$ cat config.mk
export PLATFORM = sky130hd
export DESIGN_NAME = binary_to_decimal_ascii_digits
export DESIGN_NICKNAME = d
export VERILOG_FILES = /design/src/sv/b2da_pkg.sv /design/src/sv/binary_to_decimal_ascii_digits.sv /design/src/sv/b2da_front.sv /design/src/sv/b2da_back.sv
export SDC_FILE = /design/constraint.sdc
export NUM_CORES = 1
export LEC_CHECK = 0
export BUFFER_PORTS_ARGS = -buffer_cell sky130_fd_sc_hd__buf_2
export CAP_MARGIN = 20
export CORE_ASPECT_RATIO = 1.2
export CORE_UTILIZATION = 56
export CTS_BUF_LIST = sky130_fd_sc_hd__clkbuf_2
export CTS_CLUSTER_SIZE = 25
export DETAILED_ROUTE_END_ITERATION = 8
export HOLD_SLACK_MARGIN = 0.05
export PLACE_DENSITY = 0.78
export SKIP_CTS_REPAIR_TIMING = 1
export SKIP_LAST_GASP = 1
export SLEW_MARGIN = 20
export SYNTH_ARGS = -nofsm -noshare
export SYNTH_HDL_FRONTEND = slang
export SYNTH_SLANG_ARGS = --single-unit
$ cat constraint.sdc
create_clock -name clk -period 2.7 [get_ports clk]
set_input_delay 0 -clock clk [delete_from_list [all_inputs] [get_ports clk]]
set_output_delay 0 -clock clk [all_outputs]
set_load 0.1 [all_outputs]
$ cat src/sv/b2da_pkg.sv
// Shared types, constants and helpers for the binary to decimal ASCII digit emitter.
`timescale 1ns / 1ps

package b2da_pkg;

	localparam int unsigned COUNT_W = 4;
	localparam int unsigned VALUE_W = 32;
	localparam int unsigned ASCII_W = 6;

	localparam logic [ASCII_W-1:0] ASCII_ZERO = 6'd48;
	localparam logic [ASCII_W-1:0] ASCII_NINE = 6'd57;

	typedef struct packed {
		logic [COUNT_W-1:0] digit_count;
		logic [VALUE_W-1:0] value;
	} req_t;

	typedef struct packed {
		logic [ASCII_W-1:0] ascii_digit;
		logic               last_digit;
	} digit_t;

	typedef enum logic [1:0] {
		BK_IDLE,
		BK_CONV,
		BK_EMIT
	} back_state_t;

	// Queue handshake between the front and back parts.
	typedef struct packed {
		logic valid;
		logic ready;
	} q_hs_t;

	// Double-dabble correction: bump a BCD digit of five or more by three.
	function automatic logic [3:0] bcd_adj(input logic [3:0] d);
		logic [3:0] r;
		r = (d >= 4'd5) ? (d + 4'd3) : d;
		return r;
	endfunction

endpackage

$ cat src/sv/binary_to_decimal_ascii_digits.sv
// Top level of the binary to decimal ASCII digit emitter.
`timescale 1ns / 1ps

// Usage:
//   Request channel (req_valid/req_ready/req) carries a digit count and an
//   unsigned value. Result channel (digit_valid/digit_ready/digit) returns
//   one ASCII character per cycle at most, most significant first, with
//   last_digit set on the final character of each run.
//   The run spells value modulo ten to the count, padded with leading '0'.
//   A count above MAX_DIGITS is treated as MAX_DIGITS; a count of zero is
//   accepted and produces no characters.
// Flow:
//   A request enters a two-entry queue. The back part then runs the
//   shift-add-3 loop over every bit of the value and afterwards emits
//   the characters; it takes a new request only once the last character
//   of a run has been emitted, and the queue lets the next requests be
//   taken meanwhile.
// Reset:
//   arst_n clears the queue, the sequencer and the output valid at once.
// Stall:
//   When digit_ready is low the current character holds in the output
//   register, emission pauses, and requests back up into the queue until
//   req_ready drops.
module binary_to_decimal_ascii_digits import b2da_pkg::*; #(
	parameter int unsigned MAX_DIGITS = 10,
	parameter int unsigned VALUE_BITS = 32
) (
	input  logic   clk,
	input  logic   arst_n,
	input  logic   req_valid,
	output logic   req_ready,
	input  req_t   req,
	output logic   digit_valid,
	input  logic   digit_ready,
	output digit_t digit
);

	localparam int unsigned CNT_W = $clog2(MAX_DIGITS + 1);

	// Queue head between the two parts.
	logic                  q_valid;
	logic                  q_ready;
	logic [CNT_W-1:0]      q_count;
	logic [VALUE_BITS-1:0] q_value;

	// Classify requests and hold them until the converter is free.
	b2da_front #(
		.MAX_DIGITS (MAX_DIGITS),
		.VALUE_BITS (VALUE_BITS),
		.CNT_W      (CNT_W)
	) u_front (
		.clk       (clk),
		.arst_n    (arst_n),
		.req_valid (req_valid),
		.req_ready (req_ready),
		.req       (req),
		.q_valid   (q_valid),
		.q_ready   (q_ready),
		.q_count   (q_count),
		.q_value   (q_value)
	);

	// Convert one queued request at a time and stream its characters.
	b2da_back #(
		.MAX_DIGITS (MAX_DIGITS),
		.VALUE_BITS (VALUE_BITS),
		.CNT_W      (CNT_W)
	) u_back (
		.clk         (clk),
		.arst_n      (arst_n),
		.q_valid     (q_valid),
		.q_ready     (q_ready),
		.q_count     (q_count),
		.q_value     (q_value),
		.digit_valid (digit_valid),
		.digit_ready (digit_ready),
		.digit       (digit)
	);

endmodule

$ cat src/sv/b2da_front.sv
// Front part: accept requests, saturate the count, mask the value, queue non-empty runs.
`timescale 1ns / 1ps

module b2da_front import b2da_pkg::*; #(
	parameter int unsigned MAX_DIGITS = 10,
	parameter int unsigned VALUE_BITS = 32,
	parameter int unsigned CNT_W      = $clog2(MAX_DIGITS + 1)
) (
	input  logic                  clk,
	input  logic                  arst_n,
	input  logic                  req_valid,
	output logic                  req_ready,
	input  req_t                  req,
	output logic                  q_valid,
	input  logic                  q_ready,
	output logic [CNT_W-1:0]      q_count,
	output logic [VALUE_BITS-1:0] q_value
);

	localparam int unsigned DEPTH = 2;

	logic [CNT_W-1:0]      cnt_sat;
	logic [VALUE_BITS-1:0] val_masked;
	logic                  push;
	logic                  pop;
	q_hs_t                 hs;

	logic [CNT_W-1:0]      cnt_mem_q [DEPTH];
	logic [VALUE_BITS-1:0] val_mem_q [DEPTH];
	logic                  wr_ptr_q;
	logic                  rd_ptr_q;
	logic [1:0]            fill_q;

	// Saturate the count; extra characters would only be leading zeros.
	always_comb begin
		if (32'(req.digit_count) > 32'(MAX_DIGITS)) begin
			cnt_sat = CNT_W'(MAX_DIGITS);
		end else begin
			cnt_sat = CNT_W'(req.digit_count);
		end
		val_masked = VALUE_BITS'(req.value);
	end

	assign req_ready = (fill_q != 2'(DEPTH));
	// Drop zero-count requests here: they produce nothing.
	assign push      = req_valid && req_ready && (cnt_sat != '0);
	assign hs.valid  = (fill_q != 2'd0);
	assign hs.ready  = q_ready;
	assign pop       = hs.valid && hs.ready;
	assign q_valid   = hs.valid;
	assign q_count   = cnt_mem_q[rd_ptr_q];
	assign q_value   = val_mem_q[rd_ptr_q];

	always_ff @(posedge clk or negedge arst_n) begin
		if (!arst_n) begin
			wr_ptr_q <= 1'b0;
			rd_ptr_q <= 1'b0;
			fill_q   <= 2'd0;
		end else begin
			if (push) begin
				wr_ptr_q <= ~wr_ptr_q;
			end
			if (pop) begin
				rd_ptr_q <= ~rd_ptr_q;
			end
			case ({push, pop})
				2'b10:   fill_q <= fill_q + 2'd1;
				2'b01:   fill_q <= fill_q - 2'd1;
				default: fill_q <= fill_q;
			endcase
		end
	end

	always_ff @(posedge clk) begin
		if (push) begin
			cnt_mem_q[wr_ptr_q] <= cnt_sat;
			val_mem_q[wr_ptr_q] <= val_masked;
		end
	end

endmodule

$ cat src/sv/b2da_back.sv
// Back part: shift-add-3 conversion, then character emission through an output register.
`timescale 1ns / 1ps

module b2da_back import b2da_pkg::*; #(
	parameter int unsigned MAX_DIGITS = 10,
	parameter int unsigned VALUE_BITS = 32,
	parameter int unsigned CNT_W      = $clog2(MAX_DIGITS + 1)
) (
	input  logic                  clk,
	input  logic                  arst_n,
	input  logic                  q_valid,
	output logic                  q_ready,
	input  logic [CNT_W-1:0]      q_count,
	input  logic [VALUE_BITS-1:0] q_value,
	output logic                  digit_valid,
	input  logic                  digit_ready,
	output digit_t                digit
);

	localparam int unsigned BCD_W = 4 * MAX_DIGITS;
	localparam int unsigned IDX_W = (MAX_DIGITS > 1) ? $clog2(MAX_DIGITS) : 1;
	localparam int unsigned BIT_W = $clog2(VALUE_BITS);

	back_state_t state_q, state_d;

	logic                  load;
	logic                  step;
	logic                  emit;
	logic                  out_free;

	logic [VALUE_BITS-1:0] shift_q;
	logic [BCD_W-1:0]      bcd_q;
	logic [BCD_W-1:0]      bcd_adj_w;
	logic [BIT_W-1:0]      bit_cnt_q;
	logic [CNT_W-1:0]      cnt_q;
	logic [IDX_W-1:0]      idx_q;
	logic                  out_valid_q;
	digit_t                out_q;

	assign out_free = !out_valid_q || digit_ready;

	always_ff @(posedge clk or negedge arst_n) begin
		if (!arst_n) begin
			state_q <= BK_IDLE;
		end else begin
			state_q <= state_d;
		end
	end

	always_comb begin
		state_d = state_q;
		load    = 1'b0;
		step    = 1'b0;
		emit    = 1'b0;
		q_ready = 1'b0;
		case (state_q)
			BK_IDLE: begin
				q_ready = 1'b1;
				if (q_valid) begin
					load    = 1'b1;
					state_d = BK_CONV;
				end
			end
			BK_CONV: begin
				step = 1'b1;
				if (bit_cnt_q == '0) begin
					state_d = BK_EMIT;
				end
			end
			BK_EMIT: begin
				if (out_free) begin
					emit = 1'b1;
					if (idx_q == '0) begin
						state_d = BK_IDLE;
					end
				end
			end
			default: begin
				state_d = BK_IDLE;
			end
		endcase
	end

	// Correct every digit, then shift the next value bit in; the carry out of the
	// top digit drops, which keeps the result modulo ten to MAX_DIGITS.
	always_comb begin
		for (int i = 0; i < MAX_DIGITS; i++) begin
			bcd_adj_w[4*i +: 4] = bcd_adj(bcd_q[4*i +: 4]);
		end
	end

	always_ff @(posedge clk) begin
		if (load) begin
			shift_q   <= q_value;
			bcd_q     <= '0;
			bit_cnt_q <= BIT_W'(VALUE_BITS - 1);
			cnt_q     <= q_count;
		end else if (step) begin
			shift_q   <= {shift_q[VALUE_BITS-2:0], 1'b0};
			bcd_q     <= {bcd_adj_w[BCD_W-2:0], shift_q[VALUE_BITS-1]};
			bit_cnt_q <= bit_cnt_q - 1'b1;
			if (bit_cnt_q == '0) begin
				idx_q <= IDX_W'(cnt_q - 1'b1);
			end
		end else if (emit) begin
			idx_q <= idx_q - 1'b1;
		end
	end

	always_ff @(posedge clk or negedge arst_n) begin
		if (!arst_n) begin
			out_valid_q <= 1'b0;
		end else if (emit) begin
			out_valid_q <= 1'b1;
		end else if (digit_ready) begin
			out_valid_q <= 1'b0;
		end
	end

	always_ff @(posedge clk) begin
		if (emit) begin
			out_q.ascii_digit <= ASCII_ZERO + ASCII_W'(bcd_q[4*idx_q +: 4]);
			out_q.last_digit  <= (idx_q == '0);
		end
	end

	assign digit_valid = out_valid_q;
	assign digit       = out_q;

endmodule

======== Word-level counts from Yosys, hierarchy flattened ========
Memory sizes are Yosys's and may differ from the RTL's. A register that Yosys moved wholly into a read port is not among the register bits.
Index checks and enable logic that the tools add are counted.
operators by class
  bitwise operators ....................... 3
  multiplexer cells ....................... 32
  order comparisons ....................... 11
  add/subtract/negate cells ............... 16
  shift-type cells ........................ 1
  reduce and logical (&&, ||, !) cells .... 16
  equal/unequal tests ..................... 10
operators with widths
  cell                                                                    count
  32-bit 2-to-1 mux                                                       2
  4-bit 2-to-1 mux                                                        13
  4-bit by 3-bit >= comparator with 1-bit output (second input constant)  10
  40-bit by 7-bit variable part select with 4-bit output                  1
  4-bit by 2-bit adder with 4-bit output (second input constant)          9
  1-bit 2-to-1 mux                                                        10
  2-bit nonzero test                                                      5
  2-bit 2-to-1 mux                                                        4
  4-bit by 1-bit subtractor with 4-bit output (second input constant)     2
  5-bit by 5-bit adder with 6-bit output (first input constant)           1
  2-bit by 1-bit != test with 1-bit output (second input constant)        3
  2-bit != test (second input constant)                                   3
  2-bit one-hot mux with 3 select lines                                   1
  5-bit zero test                                                         1
  5-bit by 1-bit subtractor with 5-bit output (second input constant)     1
  2-bit by 1-bit equality test with 1-bit output (second input constant)  2
  2-bit equality test (second input constant)                             2
  4-bit greater-than comparator (second input constant)                   1
  4-bit zero test                                                         1
  2-bit one-hot mux with 2 select lines                                   1
  4-bit AND reduction                                                     1
  4-bit nonzero test                                                      1
  3-bit by 2-bit adder with 3-bit output (second input constant)          1
  1-bit logical AND                                                       3
  8 further kinds                                                         10
storage, ports and cells
  bits in registers ....................... 95
  output and inout port bits .............. 9
  input bits .............................. 40
  memories ................................ 2
  bits in writable memories ............... 72
  word-level logic and storage cells ...... 102
memory list
  name               depth  bits a word  read ports  clocked after Yosys merged registers in  write ports  RTL line          text
  u_front.val_mem_q  2      32           1           0                                        1            b2da_front.sv:29  logic [VALUE_BITS-1:0] val_mem_q [DEPTH];
  u_front.cnt_mem_q  2      4            1           1                                        1            b2da_front.sv:28  logic [CNT_W-1:0] cnt_mem_q [DEPTH];

======== Depth between registers and ports, before layout ========
  depth in word-level cells ............... 6
  depth in mapped cells ................... 9
  depth with buffers taken out ............ 7

======== Hierarchy ========
Synthesis repeated with hierarchy kept, for this count alone.
unflattened totals
  cell total of the unflattened synthesis .. 633
  area total of the unflattened synthesis .. 7631.1 um^2
modules (own cells, without submodules)
  module      area each (um^2)  sequential area each (um^2)  cells an instance  instances
  b2da_back   4792.1            2327.2                       498                1
  b2da_front  2839.0            2262.2                       135                1

======== Worst setup path before layout ========
OpenSTA, ideal clock, no wires.
  path type ............................... reg-to-reg
  start ................................... register u_front.fill_q[0]
  end ..................................... memory u_front.cnt_mem_q[0][0] (netlist bit) (enable)
  clock period less this slack ............ 3561 ps
  required time ........................... 2271 ps
  stages on the path, launching flop included .. 4
  arrival time ............................ 3132 ps
  path buffers ............................ 0
  slack ................................... -861 ps
  setup time .............................. 429 ps
  cell sequence ........................... dfrtp_1 nand2b_1 o311ai_2 nor2_1
between the ends
  longest elaborated chain between the ends .. 5
RTL lines
  item                                    RTL line                              text
  from (decl)                             b2da_front.sv:32                      logic [1:0] fill_q;
  from (signal assigned)                  b2da_front.sv:67                      2'b10: fill_q <= fill_q + 2'd1;
  from (signal assigned)                  b2da_front.sv:68                      2'b01: fill_q <= fill_q - 2'd1;
  from (signal assigned)                  b2da_front.sv:69                      default: fill_q <= fill_q;
  2-bit != test                           b2da_front.sv:44                      assign req_ready = (fill_q != 2'(DEPTH));
  named net req_ready                     binary_to_decimal_ascii_digits.sv:31  output logic req_ready,
  1-bit logical AND (2 in series)         b2da_front.sv:46                      assign push = req_valid && req_ready && (cnt_sat != '0);
  1-bit 2-to-1 mux                        b2da_front.sv:75                      if (push) begin
  1-bit 2-to-1 mux (not written as such)  b2da_front.sv:76                      cnt_mem_q[wr_ptr_q] <= cnt_sat;
  to (decl)                               b2da_front.sv:28
The timed path passes the listed nets, and every way through them passes these cells.

======== Final worst setup path ========
  start ................................... register u_front.fill_q[0]
  end ..................................... register u_front.fill_q[1]
between the ends
  longest elaborated chain between the ends .. 5
  elaborated cells between the ends (all ways) .. 11
  classes of those cells .................. 2 x add/sub; 3 x eq/ne; 1 x mux; 5 x reduce/logical
RTL lines
  item                                                                                   RTL line          text
  2-bit != test                                                                          b2da_front.sv:44
  1-bit logical AND (2 in series)                                                        b2da_front.sv:46
  2-bit by 1-bit equality test with 1-bit output or 2-bit equality test (tied branches)  b2da_front.sv:66  case ({push, pop})
  2-bit one-hot mux with 2 select lines or 2-bit nonzero test (tied branches)            n/a
Several ways; a longest one is shown, not always the timed one.
A chain may end at the register's enable or synchronous reset.

==> qor.yml <==
fmax_mhz: 443
tightest_slew_ns: 0.659
grt_overflow: 0
p_leak_nw: 3.50
min_path_type: "in2reg"
ir_drop_uv: 699
first_pass_iters: 7
clk_pin_slew_ns: 0.22
critPathCaptureType: "flip-flop"
drt-total-wl_mm: 14.8
wl_per_cell_um: 17.2
io_pins: 49
n_antenna_cell: 0
cpMaxStageDelayCell: "dlygate4sd3_1"
num_rows: 45
critPathMaxStageDelay_ns: 0.66
ys_warn_count: 0
grt_usage: 0.202
worstPathArrival_ns: 2.92
start_util: 0.575
fill_cells: 929
syn_avg_cell_area_sq_um: 13.0
drv_slew: 0
layout_setup_ws_ns: 0.441
fin_cells: 860
grt_pass1_wl_mm: 21.1
netlist-cell-type-count: 45
crit_buf_inv: 1
pre_cts_slack_ns: 0.769
finalHoldViolCount: 0
fin_hold_ws_ns: 0.117
timing.final.crit_share: 0.837
ys_seq_area_frac: 0.627
die_area_sq_mm: 0.0135
crit_required_ns: 3.36
syn_area_sq_mm: 0.00732
crit_fanout: 5
crit_family: "buffers and inverters"
rsz0062_at_grt: "no"
portBuffers: 46
grt_pass1_vias: 4541
hpwl_mm: 8.35
cts.sinks: 169
antenna_found_initial: 0
path_cells: "nand2b_1, o311ai_2, dlygate4sd3_1, ha_1, nor2_1, xor2_1"
clock_latency_ns: 0.73
outcome: "finished, final reports clean"
drt_iter0_drc: 229
nets: 746
place_inst: 753
finalSetupViolCount: 0
slew-limit-headroom: 0.561
startpoint_type: "flip-flop"
grt_start_max_net_pins: 70
postLayoutCoreUtil: 0.682
cts_root_buffer: "clkbuf_2"
vias: 4815
numCtsBuffers: 17
drc: 0
core_sq_mm: 0.0127
cts.htree.levels: 4
clockBufferDepth: 2
cap_violations: 0
vias_per_cell: 5.60
die_w_um: 106
synth-seq-cells: 169
area_growth_pct: 18.5
syn_inst: 563
drive_above_1_share: 0.145
antenna_left: 0
power_density_mw_per_mm2: 1050
clock-skew-final_ns: 0.0381
place.gp.congestion: 0.802
period_needed_ns: 2.26
die_h_um: 127
criticalPathCategory: "reg2reg"
cts_tree: "built"
==> final timing paths <==
kind | start | endpoint | slack (ns) | cells after the start
setup / recovery | u_front.fill_q[0]$_DFFE_PN0P_ | u_front.fill_q[1]$_DFFE_PN0P_ | 0.44 | 6
hold / removal | digit_ready | u_back.digit_valid$_DFFE_PN0P_ | 0.12 | 4
setup reg to reg | u_front.fill_q[0]$_DFFE_PN0P_ | u_front.fill_q[1]$_DFFE_PN0P_ | 0.44 | 6
hold reg to reg | u_back.shift_q[31]$_DFFE_PP_ | u_back.bcd_q[0]$_SDFFE_PP0P_ | 0.50 | 2
max in group asynchronous | arst_n | u_front.rd_ptr_q$_DFFE_PN0P_ | 2.21 | 3
min in group asynchronous | arst_n | u_back.state_q[0]$_DFFE_PN0P_ | 0.22 | 3
==> synthesized netlist by cell type (all sizes together) <==
library cell / number / area [sq um]
or3: 1 / 6.26
inv: 27 / 101
a21o: 1 / 7.51
nand3: 12 / 60.1
mux4: 4 / 97.6
xor2: 10 / 87.6
o2111ai: 1 / 8.76
o31ai: 1 / 7.51
nor3b: 1 / 7.51
o22ai: 13 / 81.3
edfxtp: 117 / 3510
conb: 1 / 3.75
o211ai: 2 / 15.0
dfrtp: 7 / 175
clkbuf: 8 / 32.5
a22oi: 1 / 7.51
o32ai: 8 / 70.1
buf: 22 / 150
ha: 23 / 288
nor2b: 4 / 25.0
nor4: 2 / 12.5
a22o: 10 / 87.6
nand2b: 14 / 87.6
nor4b: 1 / 8.76
nand2: 39 / 146
mux2i: 59 / 591
xnor2: 18 / 158
o311ai: 1 / 16.3
mux2: 4 / 45.0
o31a: 1 / 8.76
a21boi: 1 / 7.51
dfxtp: 45 / 901
a21oi: 22 / 110
nor3: 2 / 10.0
nor2: 18 / 67.6
o21ai: 58 / 290
or2: 2 / 12.5
a31oi: 2 / 12.5
==> worst min-delay path: cells and delay by family <==
kind | cells | cell delay (ns)
buffers and inverters | 2 | 0.61
AND/OR/NAND/NOR | 2 | 0.20
==> flip-flops by register name (all words and copies together), names as in the netlist <==
| register | count |
|---|---|
| u_back.cnt_q | 4 |
| u_back.idx_q | 4 |
| u_back.bcd_q | 40 |
| u_back.state_q | 2 |
| u_front.rd_ptr_q | 1 |
| u_back.digit | 5 |
| u_back.bit_cnt_q | 5 |
| u_back.digit_valid | 1 |
| u_front.fill_q | 2 |
| u_front.cnt_mem_q | 8 |
| u_front.wr_ptr_q | 1 |
| u_back.shift_q | 32 |
| u_front.val_mem_q | 64 |
==> report_power, final <==
group	switching, mW	total (mW)	internal, mW
sequential	0.563	4.38	3.81
combinational	1.90	3.39	1.48
clock	0.887	1.32	0.434
total	3.35	9.09	5.73
==> per-stage QoR <==
step,power (mW),instance area [sq um],TNS (ns)
global route,9.69,8670,0
global placement,7.43,7690,0
floorplan,6.85,7330,-20.88
CTS,8.95,7920,0
detailed placement,7.67,7690,0
finish,9.09,8670,0
==> layout make-up <==
cell class | count | area [sq um] | share of cell area
Clock buffer | 18 | 90.1 | 0.0104
Inverter | 27 | 101 | 0.0117
Tap cell | 164 | 205 | 0.0237
Timing Repair Buffer | 130 | 1070 | 0.124
Multi-Input combinational cell | 338 | 2470 | 0.284
Sequential cell | 169 | 4590 | 0.529
Clock inverter | 14 | 146 | 0.0169
==> placed cells by master, fill, tap and decap left out, types with 12 or more instances in the layout <==
master         instances
edfxtp_1             117
dlygate4sd3_1         75
mux2i_1               59
o21ai_0               54
buf_2                 46
dfxtp_1               45
nand2_1               39
inv_1                 27
ha_1                  23
a21oi_1               22
xnor2_1               18
clkbuf_2              18
nor2_1                16
nand2b_1              14
o22ai_1               13
nand3_1               12
==> per-layer routing <==
metal | part of all wire | wire length (um) | global-route usage | vias up
met5 | 0 | 0 | 0 | -
met4 | 0.011 | 161 | 0.0784 | 0
met3 | 0.036 | 525 | 0.0434 | 14
met2 | 0.57 | 8380 | 0.375 | 116
met1 | 0.39 | 5710 | 0.224 | 2383
li1 | - | - | - | 2302
==> cell families (layout without fill, tap and decap cells) <==
logic type      Yosys count  after routing  share of synthesized area
compound gates          122            122                     0.0998
mux                      67             67                      0.100
flops                   169            169                      0.627
simple gates             96             96                     0.0607
other cells               1              2                   0.000512
buf+inv                  57            189                     0.0388
xor+xnor                 28             28                     0.0335
fa+ha+maj                23             23                     0.0393
Power figures use the tool's default switching activity.
